--- src/rtl/stt_pkg.sv ---
// ----------------------------------------------------------------------------
// stt_pkg: shared types and codes for the sorted threat table
// Operation codes, register indexes and the controller state type.
// ----------------------------------------------------------------------------
package stt_pkg;

   localparam logic [2:0] OP_ADD_DAMAGE = 3'd0;
   localparam logic [2:0] OP_ADD_VALUE  = 3'd1;
   localparam logic [2:0] OP_REMOVE     = 3'd2;
   localparam logic [2:0] OP_REMOVE_HD  = 3'd3;
   localparam logic [2:0] OP_EXPIRE     = 3'd4;
   localparam logic [2:0] OP_QUERY      = 3'd5;

   localparam logic REG_MAX_ENTRIES = 1'b0;
   localparam logic REG_MEMORY_TIME = 1'b1;

   typedef enum logic [2:0] {
      ST_IDLE,
      ST_EXPIRE,
      ST_TRIM,
      ST_INSERT,
      ST_MOVE,
      ST_RESP
   } state_type;

   // one slot of the table
   typedef struct packed {
      logic [31:0] target;
      logic [31:0] value;
      logic [31:0] stamp;
   } entry_type;

endpackage

--- src/rtl/stt_cell.sv ---
// ----------------------------------------------------------------------------
// stt_cell: one slot of the threat table chain
// Holds an entry and loads own, left-neighbor, right-neighbor or new data.
// ----------------------------------------------------------------------------
module stt_cell
   import stt_pkg::*;
(
   input  logic      clock,
   input  logic [1:0] sel,    // 0 hold, 1 take left (i-1), 2 take right (i+1), 3 load
   input  entry_type left,
   input  entry_type right,
   input  entry_type load,
   output entry_type q
);
   entry_type q_ff;
   entry_type q_in;

   always_comb begin
      case (sel)
         2'd1:    q_in = left;
         2'd2:    q_in = right;
         2'd3:    q_in = load;
         default: q_in = q_ff;
      endcase
   end

   always_ff @(posedge clock) begin
      q_ff <= q_in;
   end

   assign q = q_ff;
endmodule

--- config.mk ---
export PLATFORM = sky130hd
export DESIGN_NAME = stt_cell
export DESIGN_NICKNAME = d
export VERILOG_FILES = /design/src/rtl/stt_pkg.sv /design/src/rtl/stt_cell.sv
export SDC_FILE = /design/constraint.sdc
export NUM_CORES = 1
export LEC_CHECK = 0
export BUFFER_PORTS_ARGS = -buffer_cell sky130_fd_sc_hd__buf_2
export CELL_PAD_IN_SITES_DETAIL_PLACEMENT = 1
export CELL_PAD_IN_SITES_GLOBAL_PLACEMENT = 1
export CORE_AREA = 2 2 152 154
export CTS_CLUSTER_DIAMETER = 120
export CTS_CLUSTER_SIZE = 12
export DETAILED_ROUTE_END_ITERATION = 8
export DIE_AREA = 0 0 154 156
export GPL_TIMING_DRIVEN = 0
export PLACE_DENSITY = 0.64
export SYNTH_ARGS = -nofsm -noshare
export SYNTH_HDL_FRONTEND = slang
export SYNTH_SLANG_ARGS = --single-unit
--- constraint.sdc ---
create_clock -name clock -period 4.9 [get_ports clock]
set_input_delay 0 -clock clock [delete_from_list [all_inputs] [get_ports clock]]
set_output_delay 0 -clock clock [all_outputs]
set_load 0.01 [all_outputs]
=== Word level (Yosys, flattened, before mapping) ===
Cells that the tools add are included.

* Flip-flop bits (word level): 96
* Word-level logic and storage cells: 8
* Input port bits: 291
* Output and inout bits: 96

* Mux-type cells: 1
* Reductions and logical operators: 1
* Equality and inequality tests: 3

{| class="wikitable"
|+ Operator list
! kind !! count
|-
| 96-bit one-hot mux with 3 select lines || 1
|-
| 2-bit == test (second input constant) || 2
|-
| 3-bit nonzero test || 1
|-
| 2-bit by 1-bit == test with 1-bit output (second input constant) || 1
|}

=== Logic depth before layout (Yosys ltp) ===
* Depth in word-level cells: 2
* Gate-level depth with buffers: 5

=== Least setup slack after synthesis ===
No wires, ideal clock.

* Path kind: input port to flip-flop
* From: input sel[0]
* To: register q_ff, in the netlist q[0] (enable)
* Arrival time: 1.646 ns
* Path buffers: 3
* Stages: 4
* Required time: 4.486 ns
* Setup time: 0.414 ns
* Path slack: 2.840 ns
* Cell sequence: buf_4 buf_8 buf_8 or2_2

* Longest elaborated chain between the ends: 2

{| class="wikitable"
|+ Ends and longest elaborated chain
! element !! line !! RTL
|-
| start: declaration || stt_cell.sv:9 || <nowiki>input logic [1:0] sel,</nowiki>
|-
| 2-bit == test or 2-bit by 1-bit == test with 1-bit output (tied branches) || stt_cell.sv:19 || <nowiki>case (sel)</nowiki>
|-
| 3-bit nonzero test (no line) (*) || - ||
|-
| end signal: assignment || stt_cell.sv:28 || <nowiki>q_ff <= q_in;</nowiki>
|-
| end: declaration || stt_cell.sv:15 || <nowiki>entry_type q_ff;</nowiki>
|}

Every way passes the cells marked *; elsewhere a longest branch is shown, timed or not.
A chain may end at the register's enable or synchronous reset.

=== Worst setup path after layout ===
* From: input sel[0]
* To: register q_ff, in the netlist q[33] (enable)

Same word-level chain as after synthesis.

==> summary.md <==
| Metric | Value |
|---|---|
| Status | `finished, final reports clean` |
| Vias/cell | `4.35` |
| Critical Path RT | `4920 ps` |
| Final worst path period need | `1590 ps` |
| Synth Instances | `417` |
| Compound-Gate Fraction of Synth Area | `0.0983` |
| WS Path Type | `in -> reg` |
| Cell Area, Synth | `4890 sq um` |
| Static leakage | `3.86 nW` |
| Seq/Total Area, Yosys | `0.590` |
| TritonCTS clock tree | `yes` |
| Die area | `24000 sq um` |
| Core area | `22400 sq um` |
| GPL Wtd Cong | `0.756` |
| Port Buf Inserts | `384` |
| Adder-cell share of the synthesized area | `0` |
| WL final | `20600 um` |
| Synth Area in Simple Gates | `0.0750` |
| FMAX | `629 MHz` |
| DRC errors left | `0` |
| Commonest non-fill, non-tap cells in the layout | `buf_2 (390), mux2i_1 (96), nor2_1 (96), a21oi_1 (96), edfxtp_1 (96)` |
| I/O pin cnt | `387` |
| Die Width | `154 um` |
| Iter 0 DRT Violations | `200` |
| Clk slew on worst S/H paths | `70 ps` |
| Num CTS Buffers | `9` |
| Tcrit/Tclk final | `0.325` |
| Dpl hpwl | `15800 um` |
| Wire per inst | `17.7 um` |
| Max reg flops | `96` |
| # rows | `55` |
| XOR/XNOR Fraction of Synth Area | `0` |
| Least-Margin Pin Slew | `905 ps` |
| Post-synthesis mux area share | `0.197` |
| Share of cells above drive strength 1 | `0.472` |
| Crit path DAT | `1610 ps` |
| Initial antenna violation count | `0` |
| # nets final | `1168` |
| GR Util All Layers | `0.165` |
| Largest family of logic cells by synthesized area | `multiplexers` |
| Core Util, Final | `0.362` |
| Critical Path Fanout Max | `59` |
| Crit path launch type | `primary input` |
| Most common cell after layout, fill and taps aside | `buf_2` |
| Maxcap violations | `0` |
| Power per cell area | `274 nW/um^2` |
| Post-route insts no fill | `1167` |
| Total congestion overflow | `0` |
| Final hold viol count | `0` |
| CTS max path bufs | `2` |
| Pin count of the biggest net entering global routing | `60` |
| CTS root buffer | `clkbuf_16` |
| Synth Register Bits | `96` |
| Sum Neg Setup Slack | `0 ps` |
| Max-slew violations | `0` |
| YS warnings | `0` |
| Via count | `5076` |
| Crit. End Element | `register` |
| First-pass GRT wire length | `30300 um` |
| Count of different cell masters after synthesis | `10` |
| Hold Path Stages | `3` |
| Avg Cell Area, Syn | `11.7 sq um` |
| Post-Syn Nets | `708` |
| Endpoints failing setup | `0` |
| Initial core utilization | `0.219` |
| Num Clock Sinks | `96` |
| Die H | `156 um` |
| Sequential cell area | `2880 sq um` |
| Post_cts resized | `0` |
| H-tree Lvls | `3` |
| Placed cells | `1087` |
| Pre-antenna DRT Iters | `4` |
| Max-Slew Margin vs Limit | `0.397` |
| RSZ-0062 raised after global routing | `false` |
| Syn-to-layout area delta | `65.6%` |
| Area taken by multi-input logic gates | `1810 sq um` |
| Final ANT Viol Nets | `0` |
| VDD IR max | `169 uV` |
| Worst min path class | `in -> reg` |
| Vias in the first global route | `5531` |
| Fill count | `2680` |
[metrics by stage]
step | total power, W | hold WS [ps] | instance area (sq um) | worst slack, ps
global route | 0.00233 | 9.33 | 8100 | 3170
finish | 0.00222 | 6.59 | 8100 | 3310
CTS | 0.00226 | 2.31 | 8100 | 3230
global placement | 0.00153 | 320 | 7170 | 2010
detailed placement | 0.00154 | 330 | 7190 | 2860
floorplan | 0.00127 | 230 | 4890 | 2840
[cell type report]
| class | instances | share of cell area |
|---|---|---|
| diodes | 1 | 0.000309 |
| plain buffers | 32 | 0.0246 |
| clock buffers | 10 | 0.0283 |
| clock inverters | 5 | 0.00433 |
| multi-input cells | 289 | 0.224 |
| flip-flops and latches | 96 | 0.356 |
| well taps | 285 | 0.0440 |
| repair buffers | 449 | 0.319 |
[repair_timing]
action | 4_1_cts | 5_1_grt
buffers inserted | 0 | 0
hold buffers | 64 | 0
endpoints found under the hold margin | 64 | 0
[critical path: stages]
cell and delay [ps]:
buf_4 160, buf_8 200, buf_8 170, or2_4 710, buf_12 320
[cell families (layout without fill, tap and decap cells)]
group | Yosys count | in the layout
compound gates | 96 | 96
buf+inv | 32 | 496
flops | 96 | 96
mux | 96 | 96
other cells | 0 | 1
simple gates | 97 | 97
[cell usage after synthesis, drive strengths merged]
| master | n | area (sq um) |
|---|---|---|
| clkbuf | 14 | 52.6 |
| a21oi | 96 | 480 |
| or2 | 1 | 6.26 |
| mux2i | 96 | 961 |
| edfxtp | 96 | 2880 |
| nor2 | 96 | 360 |
| buf | 18 | 146 |
[routing by layer]
metal | track usage | share of wire | vias to the layer above
li1 | - | - | 2440
met1 | 0.181 | 0.39 | 2365
met2 | 0.305 | 0.52 | 241
met3 | 0.0422 | 0.070 | 30
met4 | 0.0601 | 0.024 | 0
met5 | 0 | 0 | -
[final timing paths]
| path | slack (ps) | to | from |
|---|---|---|---|
| worst max-delay path | 3310 | q[33] | sel[0] |
| worst min-delay path | 7 | q[45] | left[45] |
[power breakdown]
group	leakage (nW)	switching, W	internal (W)
logic	2.77	0.000267	0.000254
registers	0.967	0.0000229	0.00102
clock network	0.118	0.000317	0.000342
total	3.86	0.000607	0.00161
Power figures use the tool's default switching activity.
